## config.mk

```make
export PLATFORM = sky130hd
export DESIGN_NAME = polynomial_multiply_core
export DESIGN_NICKNAME = d
export VERILOG_FILES = /design/src/rtl/pmul_pkg.sv /design/src/rtl/polynomial_multiply_core.sv /design/src/rtl/pmul_front.sv /design/src/rtl/pmul_queue.sv /design/src/rtl/pmul_back.sv
export SDC_FILE = /design/constraint.sdc
export NUM_CORES = 2
export LEC_CHECK = 0
export BUFFER_PORTS_ARGS = -buffer_cell sky130_fd_sc_hd__buf_2
export CORE_MARGIN = 2
export CORE_UTILIZATION = 50
export CTS_BUF_LIST = sky130_fd_sc_hd__clkbuf_4
export DETAILED_ROUTE_END_ITERATION = 12
export PLACE_DENSITY_LB_ADDON = 0.05
export SYNTH_ARGS = -nofsm -noshare
export SYNTH_HDL_FRONTEND = slang
export SYNTH_SLANG_ARGS = --single-unit
export TNS_END_PERCENT = 100
```

## constraint.sdc

```tcl
create_clock -name clk -period 6.8 [get_ports clk]
set_input_delay 0.34 -clock clk [delete_from_list [all_inputs] [get_ports clk]]
set_output_delay 0.34 -clock clk [all_outputs]
set_load 0.05 [all_outputs]
```

## src/rtl/pmul_pkg.sv

```systemverilog
// Package with the shared sizes, types and command format of the polynomial multiply core.
package pmul_pkg;

  // Capacity of each operand store and the coefficient width that is kept.
  localparam int MAX_TERMS = 16;
  localparam int COEF_BITS = 16;

  // Fixed widths of the stream fields.
  localparam int IN_COEF_W   = 16;
  localparam int ACC_W       = 36;
  localparam int DEG_W       = 5;
  localparam int IN_TDATA_W  = 16;
  localparam int OUT_FIELD_W = ACC_W + DEG_W;
  localparam int OUT_TDATA_W = ((OUT_FIELD_W + 7) / 8) * 8;

  // Derived sizes.
  localparam int EFF_BITS = (COEF_BITS < IN_COEF_W) ? COEF_BITS : IN_COEF_W;
  localparam int IDX_W    = (MAX_TERMS > 1) ? $clog2(MAX_TERMS) : 1;
  localparam int CNT_W    = $clog2(MAX_TERMS + 1);
  localparam int KW       = $clog2(2 * MAX_TERMS);
  localparam int PROD_W   = 2 * EFF_BITS;

  // Command queue between the front and the back.
  localparam int QUEUE_DEPTH = 4;
  localparam int QP_W        = $clog2(QUEUE_DEPTH);

  // Operand selector codes.
  localparam logic SEL_FIRST  = 1'b0;
  localparam logic SEL_SECOND = 1'b1;

  // One command: an optional store write and an optional product run.
  typedef struct packed {
    logic                wr;
    logic                sel;
    logic [IDX_W-1:0]    addr;
    logic [EFF_BITS-1:0] value;
    logic                run;
    logic [CNT_W-1:0]    n_first;
    logic [CNT_W-1:0]    n_second;
  } cmd_t;

endpackage

```

## src/rtl/polynomial_multiply_core.sv

```systemverilog
// Top level of the polynomial multiply core: front end, command queue and back end.
//
// The core loads two integer polynomials one signed coefficient per beat, lowest degree
// first; tuser picks the operand (0 first, 1 second) and tlast closes it. Coefficients past
// the store capacity are dropped, though their tlast still closes the operand, and beats for
// an operand that is already closed are ignored. Once both operands are closed the core
// emits the n1+n2-1 coefficients of the product, degree 0 first, with tlast on the highest
// degree, and both operands start over. Every input beat is taken by the front end and
// passed through a four-entry command queue, so loading the next pair goes on while a
// product is being computed, until the queue fills. While idle, the back end retires one
// queued command per cycle. The product itself runs on a single multiplier that does one
// coefficient pair per cycle while the output is not held off. The last product coefficient
// passes the operand, product and output registers in order, and once the operand and
// product stages are empty the back end takes commands again. Results leave through a
// single register; while a result beat waits for m_tready the whole multiply pipeline
// stalls, so holding off the output delays the product.
module polynomial_multiply_core (
  input  logic                             clk,
  input  logic                             rst,
  // Input beats.
  input  logic                             s_tvalid,
  output logic                             s_tready,
  input  logic [pmul_pkg::IN_TDATA_W-1:0]  s_tdata,  // [15:0] coef
  input  logic                             s_tuser,  // [0] req_type
  input  logic                             s_tlast,  // coef_last
  // Result beats.
  output logic                             m_tvalid,
  input  logic                             m_tready,
  output logic [pmul_pkg::OUT_TDATA_W-1:0] m_tdata,  // [35:0] prod_coef, [40:36] prod_degree
  output logic                             m_tlast   // prod_last
);

  logic           q_push;
  logic           q_full;
  logic           q_pop;
  logic           q_empty;
  pmul_pkg::cmd_t push_cmd;
  pmul_pkg::cmd_t pop_cmd;

  pmul_front u_front (
    .clk      (clk),
    .rst      (rst),
    .s_tvalid (s_tvalid),
    .s_tready (s_tready),
    .s_tdata  (s_tdata),
    .s_tuser  (s_tuser),
    .s_tlast  (s_tlast),
    .q_full   (q_full),
    .q_push   (q_push),
    .q_cmd    (push_cmd)
  );

  pmul_queue u_queue (
    .clk      (clk),
    .rst      (rst),
    .push     (q_push),
    .push_cmd (push_cmd),
    .full     (q_full),
    .pop      (q_pop),
    .pop_cmd  (pop_cmd),
    .empty    (q_empty)
  );

  pmul_back u_back (
    .clk      (clk),
    .rst      (rst),
    .q_empty  (q_empty),
    .q_cmd    (pop_cmd),
    .q_pop    (q_pop),
    .m_tvalid (m_tvalid),
    .m_tready (m_tready),
    .m_tdata  (m_tdata),
    .m_tlast  (m_tlast)
  );

endmodule

```

## src/rtl/pmul_front.sv

```systemverilog
// Front end: accepts coefficient beats, tracks operand fill state and issues commands.
module pmul_front (
  input  logic                             clk,
  input  logic                             rst,
  input  logic                             s_tvalid,
  output logic                             s_tready,
  input  logic [pmul_pkg::IN_TDATA_W-1:0]  s_tdata,
  input  logic                             s_tuser,
  input  logic                             s_tlast,
  input  logic                             q_full,
  output logic                             q_push,
  output pmul_pkg::cmd_t                   q_cmd
);

  logic [pmul_pkg::CNT_W-1:0] cnt_a;
  logic [pmul_pkg::CNT_W-1:0] cnt_b;
  logic                       done_a;
  logic                       done_b;

  logic [pmul_pkg::CNT_W-1:0] cur_cnt;
  logic [pmul_pkg::CNT_W-1:0] oth_cnt;
  logic [pmul_pkg::CNT_W-1:0] new_cnt;
  logic                       cur_done;
  logic                       oth_done;
  logic                       has_room;
  logic                       take;
  logic                       live;
  logic                       run;

  assign s_tready = !q_full;
  assign take     = s_tvalid && s_tready;

  always_comb begin
    cur_cnt  = (s_tuser == pmul_pkg::SEL_SECOND) ? cnt_b : cnt_a;
    oth_cnt  = (s_tuser == pmul_pkg::SEL_SECOND) ? cnt_a : cnt_b;
    cur_done = (s_tuser == pmul_pkg::SEL_SECOND) ? done_b : done_a;
    oth_done = (s_tuser == pmul_pkg::SEL_SECOND) ? done_a : done_b;
    has_room = cur_cnt < pmul_pkg::CNT_W'(pmul_pkg::MAX_TERMS);
    new_cnt  = has_room ? cur_cnt + pmul_pkg::CNT_W'(1) : cur_cnt;
    live     = take && !cur_done;
    run      = live && s_tlast && oth_done;

    q_cmd.wr       = live && has_room;
    q_cmd.sel      = s_tuser;
    q_cmd.addr     = cur_cnt[pmul_pkg::IDX_W-1:0];
    q_cmd.value    = s_tdata[pmul_pkg::EFF_BITS-1:0];
    q_cmd.run      = run;
    q_cmd.n_first  = (s_tuser == pmul_pkg::SEL_SECOND) ? oth_cnt : new_cnt;
    q_cmd.n_second = (s_tuser == pmul_pkg::SEL_SECOND) ? new_cnt : oth_cnt;
    q_push         = q_cmd.wr || run;
  end

  always_ff @(posedge clk) begin
    if (rst) begin
      cnt_a  <= '0;
      cnt_b  <= '0;
      done_a <= 1'b0;
      done_b <= 1'b0;
    end else if (live) begin
      if (run) begin
        // The pair is complete, so both operands start over.
        cnt_a  <= '0;
        cnt_b  <= '0;
        done_a <= 1'b0;
        done_b <= 1'b0;
      end else if (s_tuser == pmul_pkg::SEL_SECOND) begin
        cnt_b  <= new_cnt;
        done_b <= s_tlast;
      end else begin
        cnt_a  <= new_cnt;
        done_a <= s_tlast;
      end
    end
  end

endmodule

```

## src/rtl/pmul_queue.sv

```systemverilog
// Short first-in first-out queue of commands between the front and the back.
module pmul_queue (
  input  logic           clk,
  input  logic           rst,
  input  logic           push,
  input  pmul_pkg::cmd_t push_cmd,
  output logic           full,
  input  logic           pop,
  output pmul_pkg::cmd_t pop_cmd,
  output logic           empty
);

  pmul_pkg::cmd_t              slots [pmul_pkg::QUEUE_DEPTH];
  logic [pmul_pkg::QP_W-1:0]   wr_ptr;
  logic [pmul_pkg::QP_W-1:0]   rd_ptr;
  logic [pmul_pkg::QP_W:0]     fill;
  logic                        do_push;
  logic                        do_pop;

  assign full    = fill == (pmul_pkg::QP_W + 1)'(pmul_pkg::QUEUE_DEPTH);
  assign empty   = fill == '0;
  assign do_push = push && !full;
  assign do_pop  = pop && !empty;
  assign pop_cmd = slots[rd_ptr];

  always_ff @(posedge clk) begin
    if (do_push) begin
      slots[wr_ptr] <= push_cmd;
    end
  end

  always_ff @(posedge clk) begin
    if (rst) begin
      wr_ptr <= '0;
      rd_ptr <= '0;
      fill   <= '0;
    end else begin
      if (do_push) begin
        wr_ptr <= wr_ptr + pmul_pkg::QP_W'(1);
      end
      if (do_pop) begin
        rd_ptr <= rd_ptr + pmul_pkg::QP_W'(1);
      end
      unique case ({do_push, do_pop})
        2'b10:   fill <= fill + (pmul_pkg::QP_W + 1)'(1);
        2'b01:   fill <= fill - (pmul_pkg::QP_W + 1)'(1);
        default: fill <= fill;
      endcase
    end
  end

endmodule

```

## src/rtl/pmul_back.sv

```systemverilog
// Back end: operand stores, the shared multiply-accumulate pipeline and the result register.
module pmul_back (
  input  logic                             clk,
  input  logic                             rst,
  input  logic                             q_empty,
  input  pmul_pkg::cmd_t                   q_cmd,
  output logic                             q_pop,
  output logic                             m_tvalid,
  input  logic                             m_tready,
  output logic [pmul_pkg::OUT_TDATA_W-1:0] m_tdata,
  output logic                             m_tlast
);

  typedef enum logic [1:0] {ST_IDLE, ST_RUN, ST_DRAIN} state_t;

  state_t state;

  logic [pmul_pkg::EFF_BITS-1:0] mem_a [pmul_pkg::MAX_TERMS];
  logic [pmul_pkg::EFF_BITS-1:0] mem_b [pmul_pkg::MAX_TERMS];

  logic [pmul_pkg::CNT_W-1:0] n1;
  logic [pmul_pkg::CNT_W-1:0] n2;
  logic [pmul_pkg::KW-1:0]    last_k;
  logic [pmul_pkg::KW-1:0]    k;
  logic [pmul_pkg::IDX_W-1:0] i;
  logic                       first_pend;

  // Issue-side arithmetic, one spare bit for the sums.
  logic [pmul_pkg::KW:0]      kx;
  logic [pmul_pkg::KW:0]      k1;
  logic [pmul_pkg::KW:0]      ix;
  logic [pmul_pkg::KW:0]      n1x;
  logic [pmul_pkg::KW:0]      n2x;
  logic [pmul_pkg::KW:0]      hi;
  logic [pmul_pkg::KW:0]      lo_next;
  logic [pmul_pkg::KW:0]      jx;
  logic                       i_last;
  logic                       issue;
  logic                       en;
  logic                       start;

  // Pipeline stage registers.
  logic                                s1_v;
  logic                                s1_first;
  logic                                s1_last;
  logic [pmul_pkg::KW-1:0]             s1_k;
  logic signed [pmul_pkg::EFF_BITS-1:0] a_q;
  logic signed [pmul_pkg::EFF_BITS-1:0] b_q;
  logic                                s2_v;
  logic                                s2_first;
  logic                                s2_last;
  logic [pmul_pkg::KW-1:0]             s2_k;
  logic signed [pmul_pkg::PROD_W-1:0]  prod;
  logic signed [pmul_pkg::ACC_W-1:0]   acc;
  logic signed [pmul_pkg::ACC_W-1:0]   acc_sum;
  logic [pmul_pkg::ACC_W-1:0]          out_coef;
  logic [pmul_pkg::DEG_W-1:0]          out_deg;

  // The whole pipeline moves only when the result register can take a beat.
  assign en    = !m_tvalid || m_tready;
  assign q_pop = (state == ST_IDLE) && !q_empty;
  assign start = q_pop && q_cmd.run && (q_cmd.n_first != '0) && (q_cmd.n_second != '0);
  assign issue = (state == ST_RUN) && en;

  always_comb begin
    kx      = {1'b0, k};
    k1      = kx + (pmul_pkg::KW + 1)'(1);
    ix      = (pmul_pkg::KW + 1)'(i);
    n1x     = (pmul_pkg::KW + 1)'(n1);
    n2x     = (pmul_pkg::KW + 1)'(n2);
    hi      = (kx < n1x) ? kx : n1x - (pmul_pkg::KW + 1)'(1);
    lo_next = (k1 >= n2x) ? k1 - n2x + (pmul_pkg::KW + 1)'(1) : '0;
    jx      = kx - ix;
    i_last  = ix == hi;
    acc_sum = s2_first ? pmul_pkg::ACC_W'(prod) : acc + pmul_pkg::ACC_W'(prod);
  end

  // Operand stores: written from the queue while idle, read by the pipeline.
  always_ff @(posedge clk) begin
    if (q_pop && q_cmd.wr) begin
      if (q_cmd.sel == pmul_pkg::SEL_SECOND) begin
        mem_b[q_cmd.addr] <= q_cmd.value;
      end else begin
        mem_a[q_cmd.addr] <= q_cmd.value;
      end
    end
  end

  always_ff @(posedge clk) begin
    if (en) begin
      a_q      <= mem_a[i];
      b_q      <= mem_b[jx[pmul_pkg::IDX_W-1:0]];
      s1_first <= first_pend;
      s1_last  <= i_last;
      s1_k     <= k;
      prod     <= a_q * b_q;
      s2_first <= s1_first;
      s2_last  <= s1_last;
      s2_k     <= s1_k;
      if (s2_v) begin
        acc <= acc_sum;
      end
      if (s2_v && s2_last) begin
        out_coef <= acc_sum;
        out_deg  <= pmul_pkg::DEG_W'(s2_k);
        m_tlast  <= s2_k == last_k;
      end
    end
  end

  always_ff @(posedge clk) begin
    if (rst) begin
      state      <= ST_IDLE;
      n1         <= '0;
      n2         <= '0;
      last_k     <= '0;
      k          <= '0;
      i          <= '0;
      first_pend <= 1'b0;
      s1_v       <= 1'b0;
      s2_v       <= 1'b0;
      m_tvalid   <= 1'b0;
    end else begin
      if (en) begin
        s1_v     <= issue;
        s2_v     <= s1_v;
        m_tvalid <= s2_v && s2_last;
      end
      unique case (state)
        ST_IDLE: begin
          if (start) begin
            n1         <= q_cmd.n_first;
            n2         <= q_cmd.n_second;
            last_k     <= pmul_pkg::KW'((pmul_pkg::KW + 1)'(q_cmd.n_first)
                          + (pmul_pkg::KW + 1)'(q_cmd.n_second) - (pmul_pkg::KW + 1)'(2));
            k          <= '0;
            i          <= '0;
            first_pend <= 1'b1;
            state      <= ST_RUN;
          end
        end
        ST_RUN: begin
          if (issue) begin
            if (i_last) begin
              first_pend <= 1'b1;
              i          <= lo_next[pmul_pkg::IDX_W-1:0];
              k          <= k1[pmul_pkg::KW-1:0];
              if (k == last_k) begin
                state <= ST_DRAIN;
              end
            end else begin
              first_pend <= 1'b0;
              i          <= i + pmul_pkg::IDX_W'(1);
            end
          end
        end
        ST_DRAIN: begin
          if (!s1_v && !s2_v) begin
            state <= ST_IDLE;
          end
        end
        default: state <= ST_IDLE;
      endcase
    end
  end

  assign m_tdata = {{(pmul_pkg::OUT_TDATA_W - pmul_pkg::OUT_FIELD_W){1'b0}}, out_deg, out_coef};

endmodule

```

## Word-level counts from Yosys, hierarchy flattened

Memory sizes are Yosys's and may differ from the RTL's. A register that Yosys moved wholly into a read port is not among the register bits.
Index checks and enable logic that the tools add are counted.

- Flip-flop bits (word level): 173
- Memory bits (writable): 644
- Input bits: 22
- Logic and storage cells: 148
- Memories kept: 3

- Add/sub/neg operators: 14
- Multipliers: 1
- Magnitude comparators: 3
- Equal/unequal tests: 14
- Muxes and demuxes: 47
- Reductions and logical operators: 38

Memory list:

| memory | words | width | rd ports | clocked after Yosys merged registers in | write ports | line | source |
|---|---|---|---|---|---|---|---|
| u_back.mem_a | 16 | 16 | 1 | 1 | 1 | pmul_back.sv:18 | `logic [pmul_pkg::EFF_BITS-1:0] mem_a [pmul_pkg::MAX_TERMS];` |
| u_back.mem_b | 16 | 16 | 1 | 1 | 1 | pmul_back.sv:19 | `logic [pmul_pkg::EFF_BITS-1:0] mem_b [pmul_pkg::MAX_TERMS];` |
| u_queue.slots | 4 | 33 | 1 | 1 | 1 | pmul_queue.sv:13 | `pmul_pkg::cmd_t slots [pmul_pkg::QUEUE_DEPTH];` |

Operator list:

| kind | number |
|---|---|
| 5-bit two-way mux | 12 |
| 36-bit by 32-bit adder with 36-bit output | 1 |
| 36-bit two-way mux | 1 |
| 16-bit by 16-bit multiplier with 32-bit output | 1 |
| 1-bit two-way mux | 17 |
| 4-bit two-way mux | 4 |
| 1-bit logical AND | 15 |
| 2-bit two-way mux | 7 |
| 5-bit equality test | 2 |
| 2-bit by 1-bit inequality test with 1-bit output (second input constant) | 5 |
| 5-bit one-hot mux with 2 select lines | 1 |
| 2-bit AND reduction | 5 |
| 5-bit nonzero test | 2 |
| 4-bit by 1-bit adder with 4-bit output (second input constant) | 2 |
| 4-bit one-hot mux with 2 select lines | 1 |
| 4-bit subtractor | 2 |
| 5-bit by 1-bit adder with 6-bit output (second input constant) | 1 |
| 4-bit by 6-bit equality test with 1-bit output | 1 |
| 6-bit by 5-bit greater-or-equal comparator with 1-bit output | 1 |
| 1-bit zero test | 6 |
| 6-bit two-way mux | 1 |
| 2-bit one-hot mux with 3 select lines | 1 |
| 3-bit one-hot mux with 2 select lines | 1 |
| 2-bit nonzero test | 3 |
| other kinds (20) | 24 |

## Logic depth before layout (Yosys ltp)

- Word-level depth: 10
- Depth in mapped cells: 23
- Gate-level depth less buffers: 22

## Hierarchy

Synthesis repeated with hierarchy kept, for this count alone.

- Cells, all modules: 2981
- Area total of the unflattened synthesis: 44589.0 um2

Modules (own cells, without submodules):

| module | instances | cells an instance | area each (um2) | seq. area each (um2) |
|---|---|---|---|---|
| pmul_back | 1 | 2639 | 38319.3 | 20659.8 |
| pmul_queue | 1 | 227 | 5296.3 | 4144.0 |
| pmul_front | 1 | 115 | 973.4 | 240.2 |

## Worst setup path after synthesis

No wires, ideal clock.

- Kind: register -> register
- From: register u_back.b_q[7] (netlist name), read port of u_back.mem_b
- To: register u_back.prod[31] (netlist name) (data pin)
- Setup time: 0.260 ns
- Data arrival time: 5.838 ns
- Path slack: 0.702 ns
- Cell stages (with the launch flop): 24
- Clock period less this slack: 6.098 ns
- Cells stage by stage: edfxtp_1 > clkbuf_1 > nand2_1 > fa_1 > inv_1 > fa_1 > inv_1 > fa_1 > inv_1 > fa_1 > fa_1 > inv_1 > fa_1 > inv_1 > ha_1 > a211o_1 > a2111oi_0 > o21ai_0 > o211ai_1 > o21ai_1 > nor2_1 > o311ai_1 > a21oi_1 > xnor2_1

- Word-level cells in the longest chain between the ends: 1

Ends and longest elaborated chain:

| what | line | source |
|---|---|---|
| start: declaration | pmul_back.sv:48 | `logic signed [pmul_pkg::EFF_BITS-1:0] b_q;` |
| 16-bit by 16-bit multiplier with 32-bit output | pmul_back.sv:96 | `prod <= a_q * b_q;` |
| end signal: assignment | pmul_back.sv:96 |  |
| end: declaration | pmul_back.sv:53 | `logic signed [pmul_pkg::PROD_W-1:0] prod;` |

Every way passes these cells.
A chain may end at the register's enable or synchronous reset.

## Worst setup path in the final report

- From: register u_back.b_q[2] (netlist name), read port of u_back.mem_b
- To: register u_back.prod[31] (netlist name) (data pin)

Same word-level chain as after synthesis.

==> results <==
- The run finished with clean final reports.
- The net count of the finished layout is 3681.
- The area growth from synthesis to layout is 11.8%.
- Setup violations remaining at the end of the flow were counted as 0.
- The wire length of the first global-routing pass is 151000 µm.
- The final design instance area without fill is 49400 µm².
- The first detailed-routing pass took 5 iterations.
- Entering global routing, the biggest net connects 82 pins.
- The final period demand of the worst path is 6.48 ns.
- The worst setup path is of the reg -> reg kind.
- For this run, the total global-route usage over all layers was measured as 0.221.
- The synthesized area is 44200 µm².
- The clock-pin slew reported for the worst setup and hold paths after clock tree synthesis is 0.07 ns.
- In this design, the largest share of critical-path delay is due to adder cells.
- After synthesis the netlist holds a flip-flop and latch count of 851.
- The leading cell type in the layout, fill and taps excluded is edfxtp_1.
- The final count of hold timing violations is 0.
- The total wirelength of the detailed-routed design is 97000 µm.
- The largest driver fanout on the critical path is 8.
- Across all hold checks on the routed design, the worst slack comes to 0.213 ns.
- For this block, the initial DRC count from the detailed router was 1348.
- The average cell area after synthesis is 15.0 µm².
- The clock latency reported for the late side of the worst-skew pair is 1.06 ns.
- The clock sink count is 851.
- Between clock sinks in the finished design, the worst skew comes to 0.0720 ns.
- The H-tree was split into 4 levels.
- The starting density of the core is 0.503.
- STA classifies the critical path endpoint as a flop.
- Headroom to the max-slew limit came out at 0.207.
- The number of max-cap violations is 0.
- The total count of max-transition violations in the final report came to 0.
- The startpoint class of the critical path is a flop.
- Synthesis produced 2953 cells.
- The cell with the biggest individual delay on the critical path is fa_1.
- The share of cells above drive strength 1 is 0.211.
- The number of top-level pins is 73.
- Leaving out fill and tap cells, the most frequent cells in the layout are edfxtp_1 (800), inv_1 (339), clkbuf_4 (313), fa_1 (267), nand2_1 (213).
- The fraction of registers with async set/reset is 0.
- The slew at the pin with the worst max-slew slack is 1.19 ns.
- Dividing the detail-routed via count by the number of cells gives 5.41.
- The cell row count is 109.
- The initial antenna violation count came to 5.
- The arrival time at the worst endpoint is 7.29 ns.
- The class of the worst hold path is in -> reg.
- TritonCTS built the clock tree.
- The buffering stage count on the worst path with inverters included is 7.
- At the worst endpoint, the required time is 7.61 ns.
- The floorplan step defined a die boundary enclosing 90800 µm².
- The core region area is 88000 µm².
- The number of library cell types mapped by synthesis is 73.
- Once detailed placement completed, the half-perimeter wirelength came to 64400 µm.
- Once layout is complete, the cells apart from fillers number 4582.
- Based on the critical path, the design can be clocked at up to 154 MHz.
- Once placement completed, the tool counted placed cells totaling 4143.
- In the finished design, the share of the clock period the worst path needs comes to 0.953.
- The signal on the critical path passes through buf_4 -> buf_4 -> buf_4 -> and2_1 -> fa_1 -> fa_1 -> ha_1 -> inv_1 -> fa_1 -> inv_1 -> fa_1 -> inv_1 -> fa_1 -> inv_1 -> ha_1 -> o211ai_1 -> o21ai_1 -> o211ai_1 -> o21ai_1 -> nor2_1 -> o311ai_1 -> a21oi_1 -> xnor2_1.
- Input and output buffers added on the ports amount to 65.
- The most used cell along the critical path is fa_1.
- The detail route stage leaves a number of antenna-violating nets equal to 0.
- The maximum number of buffers from clock root to sink is 3.
- Dividing the detail-routed wire length by the instance count gives 21.2 µm.
- The routed layout has 24796 vias.
- Of the synthesized area, sequential elements account for 0.566.
- Setup total negative slack on the finished layout was measured at 0 ns.
- The largest incremental delay on the critical path is 0.56 ns.
- The remaining global-route overflow is 0.
- The placement-stage cell area is 46100 µm².
- The most instantiated flip-flop cell in the synthesis netlist is edfxtp_1.
- In the routed design, unresolved DRC markers number 0.
- In this run, CTS created clock tree buffers numbering 214.
- The tree is rooted in a clkbuf_4.
- The Yosys step of the flow raised 0 warnings.
- From left edge to right edge, the die measures 301 µm.
- The die is 301 µm tall.
- The number of global-route vias before repair was 26615.
- The congestion estimate from routability-driven global placement came to 0.863.
- Counting flops with a built-in enable in the synthesized netlist gives 800.
-- what timing repair did --
action                     CTS  global route
hold buffers                40             0
setup endpoints to repair    1             7
pin swaps                    0             3
setup buffers                0             9
hold endpoints to repair   177             0
gates resized for setup      2             7
-- flip-flops by register name (all words and copies together) (netlist names), 2 cells and up, named ones only --
signal           cells
u_back.s1_k          5
u_back.mem_b       256
u_queue.slots      132
u_front.cnt_b        5
u_back.b_q          16
u_front.cnt_a        5
u_queue.rd_ptr       2
u_back.n1            5
u_back.i             4
u_queue.fill         3
u_queue.wr_ptr       2
u_back.k             5
u_back.state         2
u_back.n2            5
u_back.last_k        5
u_back.s2_k          5
u_back.mem_a       256
u_back.out_coef     36
u_back.acc          36
u_back.a_q          16
u_back.out_deg       5
u_back.prod         32
-- cell usage after synthesis (51+ instances only) --
cell	n	area, µm²
edfxtp_1	800	24000
inv_1	340	1280
fa_1	268	5370
nand2_1	213	800
mux4_2	177	3990
ha_1	148	1850
and2_1	133	832
nor2_1	131	492
a21oi_1	100	500
clkbuf_1	80	300
o21ai_0	69	345
xnor2_1	63	552
dfxtp_1	51	1020
-- cells by family after synthesis --
family | synth area share
adder cells (fa/ha/maj) | 0.163
XOR/XNOR | 0.0200
flip-flops | 0.566
multiplexers | 0.102
AND/OR/NAND/NOR | 0.0656
buffers and inverters | 0.0402
AO/OA/AOI/OAI | 0.0428
other | 0.0000848
-- stage by stage --
stage,setup WS [ns],utilization
2_1_floorplan,0.702,-
3_5_place_dp,-0.145,0.525
5_1_grt,-0.0228,0.562
3_3_place_gp,-0.0887,0.525
4_1_cts,0.0360,0.561
6_report,0.322,0.562
-- tightest hold or removal path: cells and delay by family --
kind / cells / cell delay (ns)
buffers and inverters: 2 / 0.61
and+or+nand+nor: 2 / 0.17
AOI/OAI and AO/OA: 1 / 0.05
-- area by class of cell --
cell class,instances,area (µm²)
fill,7186,38500
sequential,851,25100
multi-input combinational,1655,17600
clock buffer,313,2350
tap,1165,1460
timing repair buffer,180,1290
inverter,341,1290
clock inverter,69,419
antenna,8,20.0
-- per-layer routing --
metal  part of all wire  GRT usage  vias to the layer above
li1                   -          -                    11320
met5            0.00024          0                        -
met2               0.50      0.371                      682
met4              0.021     0.0692                        4
met1               0.43      0.293                    12636
met3              0.055     0.0406                      154
-- worst paths after layout --
kind                                   from                   endpoint  cells after the start  slack (ns)
setup / recovery    u_back.b_q[2]$_DFFE_PN_  u_back.prod[31]$_DFFE_PN_                     23        0.32
hold / removal                     m_tready   u_back.s2_v$_SDFFE_PP0N_                      5        0.21
setup reg to reg    u_back.b_q[2]$_DFFE_PN_  u_back.prod[31]$_DFFE_PN_                     23        0.32
hold reg to reg   u_back.s1_first$_DFFE_PN_  u_back.s2_first$_DFFE_PN_                      0        0.37
Power is not shown: default switching activity piles up to over one toggle a cycle in this logic, so the estimate is an artifact.
